<file path="config.mk">
export PLATFORM = sky130hd
export DESIGN_NAME = case_folded_adler_name_hash
export DESIGN_NICKNAME = d
export VERILOG_FILES = /design/src/cfanh_pkg.sv /design/src/case_folded_adler_name_hash.sv /design/src/cfanh_front.sv /design/src/cfanh_queue.sv /design/src/cfanh_back.sv
export SDC_FILE = /design/constraint.sdc
export NUM_CORES = 1
export LEC_CHECK = 0
export ABC_AREA = 1
export ABC_CLOCK_PERIOD_IN_PS = 4700
export BUFFER_PORTS_ARGS = -buffer_cell sky130_fd_sc_hd__clkbuf_2
export CAP_MARGIN = 20
export CORE_UTILIZATION = 35
export CTS_BUF_LIST = sky130_fd_sc_hd__clkbuf_8
export DETAILED_ROUTE_END_ITERATION = 10
export PLACE_DENSITY = 0.55
export RECOVER_POWER = 25
export SYNTH_ARGS = -nofsm -noshare
export SYNTH_HDL_FRONTEND = slang
export SYNTH_SLANG_ARGS = --single-unit
</file>
<file path="constraint.sdc">
create_clock -name clk -period 4.7 [get_ports clk]
set_clock_uncertainty 0.2 [all_clocks]
set_input_delay 0.47 -clock clk [delete_from_list [all_inputs] [get_ports clk]]
set_output_delay 0.47 -clock clk [all_outputs]
set_load 0.01 [all_outputs]
</file>
<file path="src/cfanh_pkg.sv">
// Package for the case-folded Adler-style name hash.
// Holds the queue entry type, the modulus and the modular add; no dependencies.
`default_nettype none
package cfanh_pkg;

  localparam int SUM_BITS    = 16;
  localparam int HASH_BITS   = 2 * SUM_BITS;
  localparam int QUEUE_DEPTH = 2;
  localparam int QPTR_BITS   = $clog2(QUEUE_DEPTH);
  localparam int QCNT_BITS   = $clog2(QUEUE_DEPTH + 1);

  localparam logic [SUM_BITS-1:0] MOD_PRIME  = 16'd65521;
  localparam logic [SUM_BITS-1:0] STAR_CODE  = 16'd42;
  localparam logic [SUM_BITS-1:0] UPPER_A    = 16'd65;
  localparam logic [SUM_BITS-1:0] UPPER_Z    = 16'd90;
  localparam logic [SUM_BITS-1:0] CASE_SHIFT = 16'd32;

  typedef struct packed {
    logic [SUM_BITS-1:0] code;     // folded character, already below MOD_PRIME
    logic                is_star;
    logic                no_char;
    logic                last_char;
  } item_t;

  // a and b both below MOD_PRIME
  function automatic logic [SUM_BITS-1:0] mod_add(input logic [SUM_BITS-1:0] a,
                                                  input logic [SUM_BITS-1:0] b);
    logic [SUM_BITS:0] s;
    s = {1'b0, a} + {1'b0, b};
    if (s >= {1'b0, MOD_PRIME}) begin
      s = s - {1'b0, MOD_PRIME};
    end
    return s[SUM_BITS-1:0];
  endfunction

endpackage
`default_nettype wire

</file>
<file path="src/case_folded_adler_name_hash.sv">
// Top level of the case-folded Adler-style name hash.
// Instantiates cfanh_front, cfanh_queue and cfanh_back; uses cfanh_pkg.
//
// Takes one character per transaction and sustains one transaction per clock
// while in_stall is low. A transaction is written into a two-entry queue at
// acceptance; the back end updates the sums when it pops the transaction (one
// modular add for the low sum feeding one for the high sum), and a name-ending
// transaction leaves its hash in the output register at that same edge. A
// name-ending transaction waits in the queue while the output is stalled with a
// hash waiting. in_stall rises only when the queue is full, which happens when
// such a transaction sits at its head and another is queued behind it.
`default_nettype none
module case_folded_adler_name_hash #(
  parameter int CHAR_BITS = 8
) (
  input  wire logic                             clk,
  input  wire logic                             rst,
  input  wire logic                             in_valid,
  output logic                                  in_stall,
  input  wire logic [CHAR_BITS-1:0]             ch,
  input  wire logic                             no_char,
  input  wire logic                             last_char,
  output logic                                  out_valid,
  input  wire logic                             out_stall,
  output logic [cfanh_pkg::HASH_BITS-1:0]       hash
);

  cfanh_pkg::item_t in_item;
  cfanh_pkg::item_t q_item;
  logic             q_full;
  logic             q_valid;
  logic             q_pop;

  assign in_stall = q_full;

  cfanh_front #(
    .CHAR_BITS (CHAR_BITS)
  ) u_front (
    .ch        (ch),
    .no_char   (no_char),
    .last_char (last_char),
    .item      (in_item)
  );

  cfanh_queue u_queue (
    .clk      (clk),
    .rst      (rst),
    .wr_en    (in_valid && !q_full),
    .wr_item  (in_item),
    .full     (q_full),
    .rd_en    (q_pop),
    .rd_valid (q_valid),
    .rd_item  (q_item)
  );

  cfanh_back u_back (
    .clk       (clk),
    .rst       (rst),
    .q_valid   (q_valid),
    .q_item    (q_item),
    .q_pop     (q_pop),
    .out_valid (out_valid),
    .out_stall (out_stall),
    .hash      (hash)
  );

endmodule
`default_nettype wire

</file>
<file path="src/cfanh_front.sv">
// Front end: folds the character to lower case, reduces it modulo the prime
// and flags a star. Uses cfanh_pkg.
`default_nettype none
module cfanh_front #(
  parameter int CHAR_BITS = 8
) (
  input  wire logic [CHAR_BITS-1:0] ch,
  input  wire logic                 no_char,
  input  wire logic                 last_char,
  output cfanh_pkg::item_t          item
);

  logic [cfanh_pkg::SUM_BITS-1:0] c_wide;
  logic [cfanh_pkg::SUM_BITS-1:0] c_code;

  assign c_wide = cfanh_pkg::SUM_BITS'(ch);

  always_comb begin
    priority if (c_wide >= cfanh_pkg::UPPER_A && c_wide <= cfanh_pkg::UPPER_Z) begin
      c_code = c_wide + cfanh_pkg::CASE_SHIFT;
    end else if (c_wide >= cfanh_pkg::MOD_PRIME) begin
      c_code = c_wide - cfanh_pkg::MOD_PRIME;
    end else begin
      c_code = c_wide;
    end
  end

  assign item.code      = c_code;
  assign item.is_star   = (c_wide == cfanh_pkg::STAR_CODE);
  assign item.no_char   = no_char;
  assign item.last_char = last_char;

endmodule
`default_nettype wire

</file>
<file path="src/cfanh_queue.sv">
// Short transaction queue between front and back end.
// Uses cfanh_pkg for the entry type and depth.
`default_nettype none
module cfanh_queue (
  input  wire logic             clk,
  input  wire logic             rst,
  input  wire logic             wr_en,
  input  wire cfanh_pkg::item_t wr_item,
  output logic                  full,
  input  wire logic             rd_en,
  output logic                  rd_valid,
  output cfanh_pkg::item_t      rd_item
);

  cfanh_pkg::item_t                entries [cfanh_pkg::QUEUE_DEPTH];
  logic [cfanh_pkg::QPTR_BITS-1:0] wr_ptr;
  logic [cfanh_pkg::QPTR_BITS-1:0] rd_ptr;
  logic [cfanh_pkg::QCNT_BITS-1:0] count;
  logic [cfanh_pkg::QCNT_BITS-1:0] count_next;

  assign full     = (count == cfanh_pkg::QCNT_BITS'(cfanh_pkg::QUEUE_DEPTH));
  assign rd_valid = (count != '0);
  assign rd_item  = entries[rd_ptr];

  always_comb begin
    count_next = count;
    if (wr_en && !(rd_en && rd_valid)) begin
      count_next = count + 1'b1;
    end else if (!wr_en && rd_en && rd_valid) begin
      count_next = count - 1'b1;
    end
  end

  always_ff @(posedge clk) begin
    if (rst) begin
      wr_ptr <= '0;
      rd_ptr <= '0;
      count  <= '0;
    end else begin
      count <= count_next;
      if (wr_en) begin
        wr_ptr <= (wr_ptr == cfanh_pkg::QPTR_BITS'(cfanh_pkg::QUEUE_DEPTH - 1)) ?
                  '0 : wr_ptr + 1'b1;
      end
      if (rd_en && rd_valid) begin
        rd_ptr <= (rd_ptr == cfanh_pkg::QPTR_BITS'(cfanh_pkg::QUEUE_DEPTH - 1)) ?
                  '0 : rd_ptr + 1'b1;
      end
    end
  end

  always_ff @(posedge clk) begin
    if (wr_en) begin
      entries[wr_ptr] <= wr_item;
    end
  end

endmodule
`default_nettype wire

</file>
<file path="src/cfanh_back.sv">
// Back end: running sums modulo the prime, name-end handling and the
// registered result stage. Uses cfanh_pkg.
`default_nettype none
module cfanh_back (
  input  wire logic                            clk,
  input  wire logic                            rst,
  input  wire logic                            q_valid,
  input  wire cfanh_pkg::item_t                q_item,
  output logic                                 q_pop,
  output logic                                 out_valid,
  input  wire logic                            out_stall,
  output logic [cfanh_pkg::HASH_BITS-1:0]      hash
);

  logic [cfanh_pkg::SUM_BITS-1:0]  low_sum, low_sum_next;
  logic [cfanh_pkg::SUM_BITS-1:0]  high_sum, high_sum_next;
  logic                            at_name_start, at_name_start_next;
  logic                            only_star, only_star_next;
  logic [cfanh_pkg::SUM_BITS-1:0]  low_add;
  logic [cfanh_pkg::SUM_BITS-1:0]  high_add;
  logic                            star_now;
  logic                            emits;
  logic [cfanh_pkg::HASH_BITS-1:0] result;

  assign emits    = q_item.no_char || q_item.last_char;
  assign q_pop    = q_valid && (!emits || !out_valid || !out_stall);
  assign low_add  = cfanh_pkg::mod_add(low_sum, q_item.code);
  assign high_add = cfanh_pkg::mod_add(high_sum, low_add);
  assign star_now = at_name_start && q_item.is_star;

  always_comb begin
    low_sum_next       = low_sum;
    high_sum_next      = high_sum;
    at_name_start_next = at_name_start;
    only_star_next     = only_star;
    result             = '0;
    if (q_item.no_char) begin
      result             = only_star ? '0 : {high_sum, low_sum};
      low_sum_next       = '0;
      high_sum_next      = '0;
      at_name_start_next = 1'b1;
      only_star_next     = 1'b0;
    end else if (q_item.last_char) begin
      result             = star_now ? '0 : {high_add, low_add};
      low_sum_next       = '0;
      high_sum_next      = '0;
      at_name_start_next = 1'b1;
      only_star_next     = 1'b0;
    end else begin
      low_sum_next       = low_add;
      high_sum_next      = high_add;
      at_name_start_next = 1'b0;
      only_star_next     = star_now;
    end
  end

  always_ff @(posedge clk) begin
    if (rst) begin
      low_sum       <= '0;
      high_sum      <= '0;
      at_name_start <= 1'b1;
      only_star     <= 1'b0;
      out_valid     <= 1'b0;
    end else begin
      if (q_pop) begin
        low_sum       <= low_sum_next;
        high_sum      <= high_sum_next;
        at_name_start <= at_name_start_next;
        only_star     <= only_star_next;
      end
      if (q_pop && emits) begin
        out_valid <= 1'b1;
      end else if (!out_stall) begin
        out_valid <= 1'b0;
      end
    end
  end

  always_ff @(posedge clk) begin
    if (q_pop && emits) begin
      hash <= result;
    end
  end

endmodule
`default_nettype wire
</file>
==> metrics, run 1 <==
Worst setup endpoint u_back.high_sum[15]; CTS Hold Bufs 0; critical path startpoint category register; final WL 21600 µm; Area Growth Syn to Fin 47.3%; highest-count cells in the layout ignoring fill and taps nand2_1, buf_4, nand2_2, inv_1, nand3_1; final worst slack -156 ps; async set-reset flop share out of synthesis 0%; register area share after synthesis 36.2%; Synth top area share 24.5%; CP Max Fanout 8; status complete, but fails checks; Synth area leaders edfxtp_1, nand2_1, dfxtp_1; initial antenna violation count 0; CTS Buffer Depth 2; clock period minus final worst setup slack 4860 ps; Worst R2R End u_back.high_sum[15]; most common cell after layout, fill and taps aside nand2_1; number of synthesized flops with an enable pin 56; slowest stage delay, CP 400 ps; Slew Limit Fails 0; GRT Util Overall 21.6%; switching power 2.44 mW; power per cell area 535 nW/µm²; worst slew pin tran 1080 ps; CTS sink cnt 96; DP HPWL 15000 µm; Avg Inst Size Synth 6.99 µm²; Crit Path Category register to register; maxcap violations 0; DR vias 7145; CP Capture Type register; Root Buffer clkbuf_8; Min-Delay Path Class input pin to register; Crit path top cell by count nand2_1; Gate Count Post-Synth 982; arrival time worst endpoint 4970 ps; post-layout util 53.4%; Initial Utilization 36.2%; Pre-antenna DRT Iters 7; largest net degree at the start of global routing 37; VDD IR max 0.000411 V; Placer Congestion 0.896; die area 20200 µm²; clock power share 10.4%; Clock H-tree levels 3; failing checks negative setup slack; routed vias/inst 4.86; FF-to-FF setup slack -160 ps; number of global-route vias before repair 6686; slew margin rel. 27.7%; DRC Markers 0; Leak Pwr 4.58 nW; R2R depth 34; wire per inst 14.7 µm; core area 19000 µm²; dominant cell type by area after synthesis edfxtp_1; CTS tree built; fmax 206 MHz; Net Sw Frac 45.1%; gr ovfl total 0; # IOs 48; iteration-0 DRC count of the detailed router 437; share of cells above drive strength 1 42.3%; Comb pwr share 65.9%; Clock Latency Late Sink 410 ps; global-route wire length before repair 33700 µm; Synth warnings 0; ant diodes 0; clock transition at the registers of the reported paths 100 ps; RSZ-0062 raised after global routing true; final period utilization 103%; total CTS buffers 9; Crit-path slowest cell fa_2; Chip Height 142 µm; mapped cell area 6860 µm²; ys flop type edfxtp_1; final setup vio count 28; final hold violation count 0; Die Width 142 µm; Sequential Power Share 23.6%; row count 50; Netlist cell types 40; Synth Register Bits 96; critical path required time 4810 ps; Detail Route Antenna Nets 0; setup TNS -1440 ps; Int Pwr 2.97 mW; Port Buffer Count 47; Total Nets Final 1251
-- critical path: cells and delay by family (launching register included) --
| kind | cells | cell delay, ps |
|---|---|---|
| simple gates | 24 | 2430 |
| compound gates | 1 | 170 |
| flops | 1 | 390 |
| buf+inv | 5 | 590 |
| fa+ha+maj | 3 | 840 |
| xor+xnor | 1 | 170 |
-- routing by layer --
layer | track usage, % | vias to the layer above | routed length (µm)
li1 | - | 3642 | -
met1 | 29.2 | 3280 | 10100
met2 | 36.1 | 203 | 10200
met3 | 3.10 | 20 | 992
met4 | 5.43 | 0 | 269
met5 | 0 | - | 0
-- cells in the mapped netlist (2+ instances only) --
| cell | n |
|---|---|
| nand2_1 | 355 |
| inv_1 | 133 |
| nand3_1 | 102 |
| edfxtp_1 | 56 |
| a21oi_1 | 51 |
| nor2_1 | 48 |
| dfxtp_1 | 40 |
| ha_1 | 31 |
| nand4_1 | 25 |
| clkbuf_1 | 12 |
| nand2_2 | 12 |
| xor2_1 | 11 |
| o21ai_0 | 10 |
| o21ai_1 | 9 |
| nand4_2 | 8 |
| nor2_2 | 8 |
| o22ai_1 | 7 |
| xnor2_1 | 7 |
| and2_1 | 6 |
| nand3b_1 | 6 |
| buf_2 | 5 |
| buf_6 | 5 |
| inv_2 | 4 |
| nand3_2 | 4 |
| nand3_4 | 4 |
| nor2_4 | 3 |
| nor3_1 | 3 |
| a21oi_2 | 2 |
| fa_1 | 2 |
| nor3_2 | 2 |
| or2_1 | 2 |
-- how the worst min path moves through the flow --
| stage | end | depth (start not counted) | start | slack (ps) |
|---|---|---|---|---|
| 6_report | u_queue.entries[0][1] | 1 | no_char | 60 |
| 5_1_grt | u_queue.entries[0][1] | 1 | no_char | 50 |
| 4_1_cts | u_queue.entries[1][0] | 1 | last_char | 50 |
| 3_5_place_dp | u_queue.rd_ptr | 1 | u_queue.rd_ptr | 250 |
| 3_3_place_gp | u_queue.rd_ptr | 1 | u_queue.rd_ptr | 240 |
| 2_1_floorplan | register | 1 | u_queue.rd_ptr | 220 |
-- cell families after synthesis --
group	Yosys count	share of synthesized area, %
AOI/OAI and AO/OA	83	6.51
xor gates and xnor gates	18	2.30
adders and majority gates	33	6.23
buffers and inverters	161	9.50
DFF	96	36.2
other	1	0.0546
and+or+nand+nor	590	39.2
-- through the flow --
| stage | instance area (µm²) | hold WS [ps] | setup slack (ps) | total power [mW] | std cells |
|---|---|---|---|---|---|
| 3_3_place_gp | 8440 | 239 | -444 | 3.95 | 1406 |
| 6_report | 10100 | 64.3 | -156 | 5.41 | 1469 |
| 4_1_cts | 9510 | 46.4 | -72.1 | 5.03 | 1456 |
| 3_5_place_dp | 8440 | 245 | -433 | 3.95 | 1406 |
| 5_1_grt | 10100 | 45.5 | -403 | 5.79 | 1469 |
| 2_1_floorplan | 6930 | 218 | -98.3 | 2.81 | 983 |
-- timing repair --
item	CTS	global route
gates resized for setup	146	148
hold endpoints to repair	0	0
setup endpoints to repair	32	33
pin swaps	61	73
cloned	3	1
buffers inserted	31	17
-- final cells by class --
class / instances / area, µm²
Fill cell: 1764 / 8840
Multi-Input combinational cell: 727 / 4920
Sequential cell: 96 / 2490
Timing Repair Buffer: 232 / 1670
Inverter: 137 / 522
Tap cell: 260 / 325
Clock buffer: 9 / 124
Clock inverter: 7 / 61.3
Timing Repair inverter: 1 / 3.75
-- sequential cells by signal (all words and copies together) (netlist names), named ones only --
register / count
u_back.hash: 32
u_queue.entries: 24
u_back.high_sum: 16
u_back.low_sum: 16
u_queue.count: 2
u_back.at_name_start: 1
u_back.only_star: 1
u_back.out_valid: 1
u_queue.rd_ptr: 1
u_queue.wr_ptr: 1
-- power by group through the flow --
stage | clock network [mW] | logic (mW) | registers [mW]
after global routing | 0.609 | 3.88 | 1.30
after floorplan | 0 | 1.47 | 1.34
after detailed placement | 0 | 2.67 | 1.28
after CTS | 0.580 | 3.17 | 1.28
final | 0.566 | 3.57 | 1.28
after global placement | 0 | 2.66 | 1.28
(Power assumes the default switching activity.)
==> run 2, diff against run 1 <==
--- a/config.mk
+++ b/config.mk
@@ -7,12 +7,13 @@
 export LEC_CHECK = 0
 export ABC_AREA = 1
 export ABC_CLOCK_PERIOD_IN_PS = 4700
-export BUFFER_PORTS_ARGS = -buffer_cell sky130_fd_sc_hd__clkbuf_2
 export CAP_MARGIN = 20
+export CORE_ASPECT_RATIO = 0.75
 export CORE_UTILIZATION = 35
 export CTS_BUF_LIST = sky130_fd_sc_hd__clkbuf_8
 export DETAILED_ROUTE_END_ITERATION = 10
-export PLACE_DENSITY = 0.55
+export DONT_BUFFER_PORTS = 1
+export PLACE_DENSITY = 0.53
 export RECOVER_POWER = 25
 export SYNTH_ARGS = -nofsm -noshare
 export SYNTH_HDL_FRONTEND = slang
==> run 2 against run 1 <==
Net effect:
- the flow still finishes with violations (negative setup slack)
- sequential power up 7%
- cell count down 3.9%
- sequential cell count unchanged
- design area down 5.3%
- power down 7.2%
- register-to-register slack worse by 70 ps
- combinational power down 14%
- critical path type unchanged
- critical endpoint is now u_back.hash[30]
- largest cell class unchanged
- highest routed layer unchanged
==> metrics, run 2 (synthesis gave the netlist of run 1 again) <==
worst slew pin tran 606 ps; fmax 203 MHz; Clock Latency Late Sink 400 ps; Crit-path slowest cell dfxtp_4; highest-count cells in the layout ignoring fill and taps nand2_1, buf_4, inv_1, nand3_1, nand2_2; multi-input logic area 4580 µm²; Largest regs u_back.hash (32), u_queue.entries (24); RSZ-0062 raised after global routing true; maxcap violations 0; routed vias/inst 4.89; Hold WS 34.5 ps; arrival time worst endpoint 4890 ps; critical path required time 4660 ps; status complete, but fails checks; DR vias 6900; wire per inst 15.2 µm; slowest stage delay, CP 420 ps; Placer Congestion 0.896; critical path startpoint category register; Detail Route Antenna Nets 0; final worst slack -223 ps; CTS tree built; final hold violation count 0; final setup vio count 32; total power 5.03 mW; total CTS buffers 9; DP HPWL 15500 µm; number of global-route vias before repair 6402; GRT Util Overall 21.6%; final WL 21400 µm; die area 20200 µm²; Largest Register u_back.hash; DRC Markers 0; Pre-antenna DRT Iters 5; share of cells above drive strength 1 35.1%; CTS sink cnt 96; ant diodes 0; row count 43; final period utilization 105%; CP Capture Type register; Chip Height 123 µm; setup TNS -5140 ps; Port Buffer Count 0; # IOs 48; Clock H-tree levels 3; Crit Path Category register to register; iteration-0 DRC count of the detailed router 480; Fillers 1856; Initial Utilization 36.5%; core area 18800 µm²; gr ovfl total 0; post-layout util 50.9%; CTS Buffer Depth 2; Root Buffer clkbuf_8; VDD IR max 0.000649 V; Die Width 164 µm; Min-Delay Path Class input pin to register; initial antenna violation count 0; Total Nets Final 1206; clock transition at the registers of the reported paths 120 ps; Leak Pwr 4.33 nW; power per cell area 525 nW/µm²; Crit path top cell by count nand2_2; Area Growth Syn to Fin 39.5%; failing checks negative setup slack; Slew Limit Fails 0; Largest register FFs 32; pre-CTS setup slack -528 ps; largest net degree at the start of global routing 38; slew margin rel. 59.5%; global-route wire length before repair 33200 µm; clock period minus final worst setup slack 4920 ps; Reg area 2490 µm²; most common cell after layout, fill and taps aside nand2_1; CP Max Fanout 8
[run 2: cell types whose count changed in the layout (fill, tap and decap cells not counted), sizes merged]
cell	before	now
dlygate4sd3	0	7
buf	185	179
nand3	111	112
clkbuf	56	9
[run 2: layer usage]
layer	part of all wire, %	global-route usage, %	routed length [µm]
met1	53	32.6	11300
met2	42	32.3	8960
met3	4.9	3.49	1060
met4	0.66	3.65	141
met5	0	0	0
[run 2: repair_timing]
action                                  4_1_cts  5_1_grt
gates resized for setup                     112       78
endpoints found under the setup margin       32       32
buffers inserted                             13        8
hold endpoints to repair                     49        0
cloned                                        3        0
pin swaps                                    47       43
hold buffers                                  8        0
[run 2: through the flow]
stage	instances	area, µm²
2_1_floorplan	983	6930
3_3_place_gp	1362	8280
3_5_place_dp	1362	8280
4_1_cts	1401	9200
5_1_grt	1411	9580
6_report	1411	9580
[run 2: cell type report]
class                      count  share of cell area [%]
timing repair inverter         1                  0.0392
tap                          247                    3.23
sequential                    96                    26.0
inverter                     137                    5.45
clock buffer                   9                    1.29
timing repair buffer         186                    15.3
multi-input combinational    728                    47.8
clock inverter                 7                   0.849
[run 2: report_power, final]
group          internal [mW]  switching (mW)
logic                   1.39            1.67
clock network          0.214           0.371
registers               1.17           0.203
[run 2: worst paths after layout]
check                 startpoint                   end  slack [ps]  depth (start not counted)
setup / recovery        register       u_back.hash[30]        -220                         33
hold / removal               rst  u_back.at_name_start          30                          2
setup reg to reg        register       u_back.hash[30]        -220                         33
hold reg to reg   u_queue.rd_ptr        u_queue.rd_ptr         260                          1
[run 2: critical path: cells and delay by family, from the launching register on]
family                   cells  cell delay [ps]
AND/OR/NAND/NOR             25             2640
adder cells (fa/ha/maj)      4             1120
flip-flops                   1              420
buffers and inverters        4              320
